`config.mk`:
```
export PLATFORM = sky130hd
export DESIGN_NAME = weighted_pick_without_replacement_unit
export DESIGN_NICKNAME = d
export VERILOG_FILES = /design/src/design/wpwr_pkg.sv /design/src/design/weighted_pick_without_replacement_unit.sv /design/src/design/wpwr_ctrl.sv /design/src/design/wpwr_dp.sv
export SDC_FILE = /design/constraint.sdc
export NUM_CORES = 1
export LEC_CHECK = 0
export BUFFER_PORTS_ARGS = -buffer_cell sky130_fd_sc_hd__buf_2
export CAP_MARGIN = 20
export CORE_ASPECT_RATIO = 1.4
export CORE_MARGIN = 2
export CORE_UTILIZATION = 64
export CTS_CLUSTER_SIZE = 20
export DETAILED_ROUTE_END_ITERATION = 16
export PLACE_DENSITY = 0.85
export RECOVER_POWER = 50
export SLEW_MARGIN = 20
export SYNTH_ARGS = -nofsm -noshare
export SYNTH_HDL_FRONTEND = slang
export SYNTH_SLANG_ARGS = --single-unit
```
`constraint.sdc`:
```
create_clock -name clk -period 17.15 [get_ports clk]
set_clock_uncertainty 0.1 [all_clocks]
set_input_delay 1.715 -clock clk [delete_from_list [all_inputs] [get_ports clk]]
set_output_delay 1.715 -clock clk [all_outputs]
set_load 0.005 [all_outputs]
```
`src/design/wpwr_pkg.sv`:
```
// Shared types and constants for the weighted pick without replacement unit.
`timescale 1ns / 1ps
package wpwr_pkg;

  // Fixed geometry of the entry list and weights
  localparam int MAX_ENTRIES = 8;
  localparam int WEIGHT_BITS = 8;
  localparam int IDX_W       = 3;
  localparam int CNT_W       = 4;
  localparam int SUM_W       = 11;
  localparam int TABLE_W     = 64;
  localparam int CFG_ADDR_W  = 1;

  // Stream packing
  localparam int S_TDATA_W = 16;
  localparam int S_TUSER_W = 1;
  localparam int M_TDATA_W = 24;
  localparam int M_TUSER_W = 2;

  // Configuration register indexes
  localparam logic [CFG_ADDR_W-1:0] REG_CHILD_COUNT  = 1'd0;
  localparam logic [CFG_ADDR_W-1:0] REG_WEIGHT_TABLE = 1'd1;

  // Item actions
  localparam logic ACT_RESTART = 1'b0;
  localparam logic ACT_PICK    = 1'b1;

  // Result status codes
  typedef enum logic [1:0] {
    ST_PICKED    = 2'd0,
    ST_RESTART   = 2'd1,
    ST_EMPTY     = 2'd2,
    ST_ROLL_HIGH = 2'd3
  } status_t;

  // Controller states
  typedef enum logic {
    S_IDLE = 1'b0,
    S_EVAL = 1'b1
  } state_t;

  // Commands from controller to datapath
  typedef struct packed {
    logic load_item;
    logic eval;
  } cmd_t;

endpackage

```
`src/design/weighted_pick_without_replacement_unit.sv`:
```
// Top level of the weighted pick without replacement unit.
`timescale 1ns / 1ps
// Lottery-style selector over up to eight weighted entries. A restart
// transaction (tuser 0) refills the list with entries 0 to child_count-1
// (at most eight); a pick transaction (tuser 1) takes the first remaining
// entry whose running weight sum reaches the roll and swap-removes it.
// Each input transaction gives exactly one result transaction. An item is
// captured in the idle state; the prefix-sum search and list update run in
// the eval state, during which no new item is accepted. The result waits in
// an output register; the next item may be accepted in the cycle it drains.
// The user must write configuration registers through cfg_we/cfg_addr/cfg_data
// while the block is idle (the block has no guard); weights are read live at pick time.
module weighted_pick_without_replacement_unit (
  input  logic                                clk,
  input  logic                                rst,
  input  logic                                cfg_we,
  input  logic [wpwr_pkg::CFG_ADDR_W-1:0]     cfg_addr,
  input  logic [wpwr_pkg::TABLE_W-1:0]        cfg_data,
  input  logic                                s_tvalid,
  output logic                                s_tready,
  input  logic [wpwr_pkg::S_TDATA_W-1:0]      s_tdata,   // [10:0] roll
  input  logic [wpwr_pkg::S_TUSER_W-1:0]      s_tuser,   // [0] action
  output logic                                m_tvalid,
  input  logic                                m_tready,
  // [2:0] chosen_entry, [13:3] remaining_total, [17:14] remaining_count
  output logic [wpwr_pkg::M_TDATA_W-1:0]      m_tdata,
  output logic [wpwr_pkg::M_TUSER_W-1:0]      m_tuser    // [1:0] status
);
  import wpwr_pkg::*;

  cmd_t             cmd;
  logic [IDX_W-1:0] out_chosen;
  logic [SUM_W-1:0] out_total;
  logic [CNT_W-1:0] out_count;
  status_t          out_status;

  wpwr_ctrl u_ctrl (
    .clk      (clk),
    .rst      (rst),
    .s_tvalid (s_tvalid),
    .s_tready (s_tready),
    .m_tvalid (m_tvalid),
    .m_tready (m_tready),
    .cmd      (cmd)
  );

  wpwr_dp u_dp (
    .clk        (clk),
    .rst        (rst),
    .cmd        (cmd),
    .cfg_we     (cfg_we),
    .cfg_addr   (cfg_addr),
    .cfg_data   (cfg_data),
    .in_action  (s_tuser[0]),
    .in_roll    (s_tdata[SUM_W-1:0]),
    .out_chosen (out_chosen),
    .out_total  (out_total),
    .out_count  (out_count),
    .out_status (out_status)
  );

  // Pack the result fields, lowest field first
  assign m_tdata = {{(M_TDATA_W - IDX_W - SUM_W - CNT_W){1'b0}},
                    out_count, out_total, out_chosen};
  assign m_tuser = out_status;

endmodule

```
`src/design/wpwr_ctrl.sv`:
```
// Controller state machine: input/output handshakes and datapath sequencing.
`timescale 1ns / 1ps
module wpwr_ctrl (
  input  logic            clk,
  input  logic            rst,
  input  logic            s_tvalid,
  output logic            s_tready,
  output logic            m_tvalid,
  input  logic            m_tready,
  output wpwr_pkg::cmd_t  cmd
);
  import wpwr_pkg::*;

  state_t state;
  state_t state_next;
  logic   out_valid;
  logic   out_valid_next;
  logic   accept;

  // Take a new transaction only when idle and the result slot is free or draining
  assign s_tready = (state == S_IDLE) && (!out_valid || m_tready);
  assign accept   = s_tvalid && s_tready;
  assign m_tvalid = out_valid;

  // Next state
  always_comb begin
    state_next = state;
    unique case (state)
      S_IDLE: begin
        if (accept) begin
          state_next = S_EVAL;
        end
      end
      S_EVAL: begin
        state_next = S_IDLE;
      end
      default: begin
        state_next = S_IDLE;
      end
    endcase
  end

  // Outputs and result-valid tracking
  always_comb begin
    cmd.load_item  = 1'b0;
    cmd.eval       = 1'b0;
    out_valid_next = out_valid;
    if (out_valid && m_tready) begin
      out_valid_next = 1'b0;
    end
    unique case (state)
      S_IDLE: begin
        cmd.load_item = accept;
      end
      S_EVAL: begin
        cmd.eval       = 1'b1;
        out_valid_next = 1'b1;
      end
      default: begin
        cmd.load_item = 1'b0;
      end
    endcase
  end

  // Hold state
  always_ff @(posedge clk) begin
    if (rst) begin
      state     <= S_IDLE;
      out_valid <= 1'b0;
    end else begin
      state     <= state_next;
      out_valid <= out_valid_next;
    end
  end

endmodule

```
`src/design/wpwr_dp.sv`:
```
// Datapath: configuration, remaining list, prefix-sum search and result register.
`timescale 1ns / 1ps
module wpwr_dp (
  input  logic                                clk,
  input  logic                                rst,
  input  wpwr_pkg::cmd_t                      cmd,
  input  logic                                cfg_we,
  input  logic [wpwr_pkg::CFG_ADDR_W-1:0]     cfg_addr,
  input  logic [wpwr_pkg::TABLE_W-1:0]        cfg_data,
  input  logic                                in_action,
  input  logic [wpwr_pkg::SUM_W-1:0]          in_roll,
  output logic [wpwr_pkg::IDX_W-1:0]          out_chosen,
  output logic [wpwr_pkg::SUM_W-1:0]          out_total,
  output logic [wpwr_pkg::CNT_W-1:0]          out_count,
  output wpwr_pkg::status_t                   out_status
);
  import wpwr_pkg::*;

  logic [CNT_W-1:0]       child_count;
  logic [TABLE_W-1:0]     weight_table;
  logic [IDX_W-1:0]       remaining_list [MAX_ENTRIES];
  logic [CNT_W-1:0]       list_length;
  logic [SUM_W-1:0]       weight_sum;
  logic                   item_action;
  logic [SUM_W-1:0]       item_roll;

  logic [WEIGHT_BITS-1:0] lane_w   [MAX_ENTRIES];
  logic [SUM_W-1:0]       run_sum  [MAX_ENTRIES];
  logic [MAX_ENTRIES-1:0] hit;
  logic                   found;
  logic [IDX_W-1:0]       pos;
  logic [CNT_W-1:0]       last;
  logic [CNT_W-1:0]       fill_count;
  logic [SUM_W-1:0]       fill_sum;
  logic [WEIGHT_BITS-1:0] pick_w;
  logic                   do_pick;
  logic [SUM_W-1:0]       weight_sum_next;
  logic [CNT_W-1:0]       list_length_next;
  logic [IDX_W-1:0]       chosen_next;
  status_t                status_next;

  function automatic logic [WEIGHT_BITS-1:0] weight_of(
    input logic [TABLE_W-1:0] tbl,
    input logic [IDX_W-1:0]   idx
  );
    weight_of = tbl[idx * WEIGHT_BITS +: WEIGHT_BITS];
  endfunction

  // Configuration writes
  always_ff @(posedge clk) begin
    if (rst) begin
      child_count  <= '0;
      weight_table <= '0;
    end else if (cfg_we) begin
      unique case (cfg_addr)
        REG_CHILD_COUNT:  child_count  <= cfg_data[CNT_W-1:0];
        REG_WEIGHT_TABLE: weight_table <= cfg_data;
        default:          child_count  <= child_count;
      endcase
    end
  end

  // Capture the accepted transaction
  always_ff @(posedge clk) begin
    if (cmd.load_item) begin
      item_action <= in_action;
      item_roll   <= in_roll;
    end
  end

  // Running weight sums along the remaining list
  always_comb begin
    logic [SUM_W-1:0] acc;
    acc = '0;
    for (int i = 0; i < MAX_ENTRIES; i++) begin
      lane_w[i]  = weight_of(weight_table, remaining_list[i]);
      acc        = acc + SUM_W'(lane_w[i]);
      run_sum[i] = acc;
      hit[i]     = (CNT_W'(i) < list_length) && (run_sum[i] >= item_roll);
    end
  end

  // Find the first lane whose running sum reaches the roll
  always_comb begin
    found = 1'b0;
    pos   = '0;
    for (int i = MAX_ENTRIES - 1; i >= 0; i--) begin
      if (hit[i]) begin
        found = 1'b1;
        pos   = IDX_W'(i);
      end
    end
  end

  // Refill count and total for a restart
  always_comb begin
    logic [SUM_W-1:0] acc;
    fill_count = (child_count > CNT_W'(MAX_ENTRIES)) ? CNT_W'(MAX_ENTRIES) : child_count;
    acc = '0;
    for (int i = 0; i < MAX_ENTRIES; i++) begin
      if (CNT_W'(i) < fill_count) begin
        acc = acc + SUM_W'(weight_of(weight_table, IDX_W'(i)));
      end
    end
    fill_sum = acc;
  end

  assign last   = list_length - CNT_W'(1);
  assign pick_w = lane_w[pos];

  // Decide the item's outcome
  always_comb begin
    weight_sum_next  = weight_sum;
    list_length_next = list_length;
    chosen_next      = '0;
    do_pick          = 1'b0;
    status_next      = ST_ROLL_HIGH;
    priority if (item_action == ACT_RESTART) begin
      weight_sum_next  = fill_sum;
      list_length_next = fill_count;
      status_next      = ST_RESTART;
    end else if (list_length == '0) begin
      status_next = ST_EMPTY;
    end else if (item_roll > weight_sum) begin
      status_next = ST_ROLL_HIGH;
    end else if (found) begin
      do_pick          = 1'b1;
      chosen_next      = remaining_list[pos];
      weight_sum_next  = (SUM_W'(pick_w) > weight_sum) ? '0 : weight_sum - SUM_W'(pick_w);
      list_length_next = last;
      status_next      = ST_PICKED;
    end else begin
      status_next = ST_ROLL_HIGH;
    end
  end

  // Update list state
  always_ff @(posedge clk) begin
    if (rst) begin
      list_length <= '0;
      weight_sum  <= '0;
    end else if (cmd.eval) begin
      list_length <= list_length_next;
      weight_sum  <= weight_sum_next;
    end
  end

  // Refill in order, or swap-remove the picked slot with the last one
  always_ff @(posedge clk) begin
    if (cmd.eval) begin
      if (item_action == ACT_RESTART) begin
        for (int i = 0; i < MAX_ENTRIES; i++) begin
          remaining_list[i] <= IDX_W'(i);
        end
      end else if (do_pick) begin
        remaining_list[pos] <= remaining_list[last[IDX_W-1:0]];
      end
    end
  end

  // Result register
  always_ff @(posedge clk) begin
    if (cmd.eval) begin
      out_chosen <= chosen_next;
      out_total  <= weight_sum_next;
      out_count  <= list_length_next;
      out_status <= status_next;
    end
  end

endmodule
```
## After elaboration in Yosys (flattened, before gate mapping)

Memory sizes are Yosys's and may differ from the RTL's. A register that Yosys moved wholly into a read port is not among the register bits.
Cells that the tools add are included.

| word-level totals | value |
|---|---|
| register bits | 114 |
| bits in latches | 0 |
| RAM bits | 24 |
| memory bits (read-only) | 0 |
| word-level logic and storage cells | 148 |
| memories | 1 |

Memories:

| name | depth | width | rd ports | clocked after Yosys merged registers in | wr ports | RTL line | RTL |
|---|---|---|---|---|---|---|---|
| u_dp.remaining_list | 8 | 3 | 10 | 1 | 8 | wpwr_dp.sv:21 | `logic [IDX_W-1:0] remaining_list [MAX_ENTRIES];` |

| operators by class | value |
|---|---|
| add/subtract/negate cells | 16 |
| $mul | 0 |
| div/mod/pow operators | 0 |
| order comparisons | 28 |
| equal/unequal tests | 0 |
| shifts and indexed selects | 8 |
| mux-type cells | 60 |
| bitwise gates (word level) | 5 |
| reductions and logical operators | 19 |

Operators with widths:

| operator | count |
|---|---|
| 64-bit by 7-bit variable part select with 8-bit output | 8 |
| 11-bit by 8-bit adder with 11-bit output | 12 |
| 11-bit two-way mux | 12 |
| 11-bit >= comparator | 7 |
| 3-bit by 4-bit less-than comparator with 1-bit output (first input constant) | 8 |
| 3-bit two-way mux | 10 |
| 1-bit two-way mux | 25 |
| 8-bit binary-select mux with 3-bit select | 1 |
| 8-bit two-way mux | 3 |
| 4-bit two-way mux | 5 |
| 8-bit by 8-bit adder with 9-bit output | 2 |
| 1-bit by 4-bit less-than comparator with 1-bit output (first input constant) | 4 |
| 2-bit by 4-bit less-than comparator with 1-bit output (first input constant) | 4 |
| 8-bit by 11-bit >= comparator with 1-bit output | 1 |
| 11-bit greater-than comparator | 1 |
| 8-bit by 11-bit greater-than comparator with 1-bit output | 1 |
| 1-bit logical AND | 11 |
| 11-bit by 8-bit subtractor with 11-bit output | 1 |
| 2-bit two-way mux | 3 |
| 4-bit >= comparator (second input constant) | 1 |
| 4-bit greater-than comparator (second input constant) | 1 |
| 4-bit logical NOT | 1 |
| 1-bit NOT | 4 |
| 3-bit NOT with 4-bit output | 1 |
| 8 further kinds | 9 |

## Longest topological paths before layout

An unclocked memory read counts as a cell.

| logic depth | value |
|---|---|
| word-level depth | 29 |
| depth in mapped cells | 65 |
| depth with buffers taken out | 62 |

## By module

From an unflattened synthesis, not the netlist that was laid out.

| second synthesis, totals | value |
|---|---|
| cell total of the unflattened synthesis | 2008 |
| area total of the unflattened synthesis | 18421.4 um^2 |

Modules (own cells, without submodules):

| module | times used | cells each | area an instance (um^2) | sequential area each (um^2) |
|---|---|---|---|---|
| wpwr_dp | 1 | 1992 | 18267.5 | 3343.2 |
| wpwr_ctrl | 1 | 9 | 105.1 | 40.0 |
| weighted_pick_without_replacement_unit | 1 | 7 | 48.8 | 0.0 |

## Worst setup path after synthesis

OpenSTA, ideal clock, no wires.

| timing path | value |
|---|---|
| kind | register -> register |
| from | mem u_dp.remaining_list[1][0] |
| to | reg u_dp.out_total[10] in the netlist's numbering, data pin |
| arrival | 12.346 ns |
| required time | 16.893 ns |
| slack | 4.547 ns |
| cell stages (with the launch flop) | 63 |
| path buffers | 3 |
| cell sequence | edfxtp_1 -> clkbuf_1 -> buf_1 -> mux4_2 -> mux2_2 -> ha_1 -> inv_1 -> fa_1 -> inv_1 -> ha_1 -> a21o_1 -> a21oi_1 -> nor2b_1 -> o21a_1 -> nor2_1 -> xnor2_1 -> ha_1 -> o21a_1 -> (+27 left out) -> clkbuf_1 -> mux2i_1 -> a41o_1 -> a211oi_1 -> ha_1 -> inv_1 -> fa_1 -> nand2_1 -> nand2_1 -> a21oi_1 -> o21ai_0 -> a21oi_1 -> nor2b_1 -> o21a_1 -> or4b_2 -> o211ai_1 -> nand2_1 -> nor3_1 |

RTL lines:

| item | RTL line | RTL |
|---|---|---|
| start, declared | wpwr_dp.sv:21 |  |
| end signal, assigned | wpwr_dp.sv:165 | `out_total <= weight_sum_next;` |
| end, declared | wpwr_dp.sv:13 | `output logic [wpwr_pkg::SUM_W-1:0] out_total,` |

==> impl_metrics.toml <==
[worst_hold_path]
hold_depth = 2
min_path_type = "register to register"
hold_path_startpoint = "u_ctrl.state$_SDFF_PP0_"
hold-path-endpoint = "u_ctrl.m_tvalid$_SDFFE_PP0P_"

[layout]
layout_commonest_cell = "nand2_1"
drive_gt1_frac = 0.182
layout_common_cells = "230 x nand2_1, 216 x ha_1, 170 x a21oi_1, 146 x nor2_1, 134 x mux4_2"
regArea_um2 = 3380
multi_input_area_um2 = 14300
synthToLayoutAreaGrowth_pct = 7.15
final_net_count = 2406
fin_cells = 2480
fillerInstances = 2210

[clocking]
cts_tree = "done"
cts_made_buffers = 17
ctsRootBufferMaster = "clkbuf_16"
clock_latency_ps = 450
clock_path_buffers = 2
h-tree-depth = 4
cts_sinks = 141
cts_resized = 0
post_cts_buffers = 0
clk_pin_slew_ps = 70
hold_buffers = 0

[setup_path]
path_class = "register to register"
end_kind = "register"
r2r_slack_ps = 2800
reg2reg_depth = 59
worst_path_largest_cell_delay_ps = 1000
required_ps = 17370
critPathLaunch = "u_dp.remaining_list[1][1]$_SDFFCE_PN0P_"
startpoint_type = "register"
r2r-start = "u_dp.remaining_list[1][1]$_SDFFCE_PN0P_"
worstPathMaxFanout = 18
crit_slowest_cell = "edfxtp_1"
rr_endpoint = "u_dp.weight_sum[10]$_SDFFE_PP0P_"
cp.arrival_ps = 14560

[global_routing]
antenna_found_initial = 6
grt_max_degree = 87
grt.overflow.total = 0
grt_pass1_wl_um = 94600
grtUsageTotal = 0.410
grt_pass1_vias = 17500

[sta]
timing.slew.headroom = -1.60
finalHoldViolations = 0
setup-tns-final_ps = 0
final.min_clock_period_ps = 14350
setup_viol = 0
fmax_mhz = 69.7
rsz0062_at_grt = "false"
tightest_slew_ps = 3890
slew_violations = 125
timing.final.crit_share = 0.837

[die]
num_rows = 73
dieArea_um2 = 30400
dieWidth_um = 148
die_h_um = 205
coreArea_um2 = 28500
boundaryPins = 115
start_util = 0.651

[yosys]
synth_top_area_frac = 0.163
ys_seq_elements = 141
yosys_warnings = 0
synth_cell_types = 87
synthArstFlopShare = 0
synth-seq-area-share = 0.182
synth_area_leaders = "mux4_2 16%, ha_1 15%, dfxtp_1 9.2%"
ys.flop_type = "dfxtp_1"
syn_area_um2 = 18500
synth_top_area_cell = "mux4_2"
syn-instance-count = 2056
avgSynthCellArea_um2 = 9.02
synth_edf_count = 56

[placed_design]
placedCellCount = 2444
place_congestion = 1.04
portBuffers = 103
place_hpwl_um = 46400

[drt]
vias = 17600
drtIter0Drc = 2035
first_pass_iters = 9
wl_per_cell_um = 24.9
drt_wl_total_um = 61700
via_per_inst = 7.08
drcViolationCount = 0
ant_nets = 0

[run_status]
status = "complete, but fails checks"
violations = "capacitance limit, slew limit"

[power]
total_leakage_power_nw = 8.67
vdd_drop_max_uv = 103
p_per_area_nw_per_um2 = 69.2

[run]
cap_violations = 2
## flip-flops by register name, summed over array words and instances (netlist names)
signal / flops
u_dp.out_status: 2
u_ctrl.m_tvalid: 1
u_dp.out_total: 11
u_dp.item_roll: 11
u_dp.item_action: 1
u_dp.remaining_list: 24
u_dp.out_count: 4
u_dp.weight_sum: 11
u_dp.weight_table: 64
u_dp.child_count: 4
u_dp.list_length: 4
u_dp.out_chosen: 3
u_ctrl.state: 1
## layer usage
metal,share of wire,global-route usage,vias up
li1,-,-,7748
met1,0.32,0.429,8200
met2,0.45,0.661,1165
met3,0.11,0.125,454
met4,0.11,0.369,2
met5,0.00021,0.0117,-
## how the worst max path moves through the flow
| stage | depth (start not counted) | endpoint | slack (ps) |
|---|---|---|---|
| floorplan | 62 | u_dp.out_total[10]$_DFFE_PP_ | 4550 |
| global placement | 60 | u_dp.out_total[10]$_DFFE_PP_ | 3720 |
| detailed placement | 61 | u_dp.out_total[10]$_DFFE_PP_ | 3300 |
| CTS | 61 | u_dp.out_total[10]$_DFFE_PP_ | 3250 |
| global route | 57 | u_dp.weight_sum[2]$_SDFFE_PP0P_ | 2240 |
| finish | 59 | u_dp.weight_sum[10]$_SDFFE_PP0P_ | 2800 |
## where the power goes
group	leakage [nW]	total, mW	internal, mW	switching [mW]
Combinational	7.19	0.576	0.255	0.321
Sequential	1.19	0.402	0.363	0.0384
Clock	0.290	0.397	0.232	0.166
## per-stage QoR
| stage | total power [mW] | worst slack [ps] | hold slack, ps | util | instance area [µm²] |
|---|---|---|---|---|---|
| finish | 1.37 | 2800 | 417 | 0.697 | 19900 |
| global route | 1.45 | 2240 | 458 | 0.697 | 19900 |
| CTS | 1.36 | 3250 | 413 | 0.697 | 19900 |
| detailed placement | 0.962 | 3300 | 399 | 0.676 | 19300 |
| global placement | 0.935 | 3720 | 377 | 0.676 | 19300 |
| floorplan | 0.818 | 4550 | 370 | - | 18600 |
## cell type report
| cell class | instances | area share |
|---|---|---|
| tap | 375 | 0.0236 |
| antenna | 4 | 0.000504 |
| clock inverter | 14 | 0.00913 |
| timing repair buffer | 125 | 0.0339 |
| multi-input combinational | 1697 | 0.721 |
| sequential | 141 | 0.170 |
| inverter | 106 | 0.0200 |
| clock buffer | 18 | 0.0216 |
## logic make-up (layout without fill, tap and decap cells)
kind of cell    after synthesis  count (layout)  share of synthesized area
xor+xnor                     94              94                     0.0471
compound gates              531             531                      0.188
other cells                   1              10                   0.000202
mux                         247             247                      0.228
buf+inv                     223             263                     0.0468
fa+ha+maj                   231             231                      0.162
flops                       141             141                      0.182
simple gates                588             588                      0.146
## Yosys cell counts (11+ instances only)
cell / count
mux2_2: 69
nand3_1: 31
nor2b_1: 43
fa_1: 15
ha_1: 216
o21ai_1: 15
a21o_1: 54
a211oi_1: 20
o31ai_1: 11
dfxtp_1: 85
inv_1: 106
a21oi_1: 170
nand2b_1: 22
xnor2_1: 69
nor3_1: 32
nand4_1: 12
mux2i_1: 43
buf_1: 13
o21a_1: 46
clkbuf_1: 91
nor2_1: 146
xor2_1: 21
o21ai_0: 72
mux4_2: 134
o21bai_1: 21
nand2_1: 231
a31oi_1: 11
or3_1: 11
edfxtp_1: 56
## critical path, delay by kind of cell, from the launching register on
family                   cells  cell delay (ps)
AO/OA/AOI/OAI               27             6020
XOR/XNOR                     4              620
adder cells (fa/ha/maj)     11             3440
buffers and inverters        4              480
flip-flops                   1             1000
multiplexers                 2              730
AND/OR/NAND/NOR             11             1800
No activity file was read; power rests on OpenSTA's default activity.
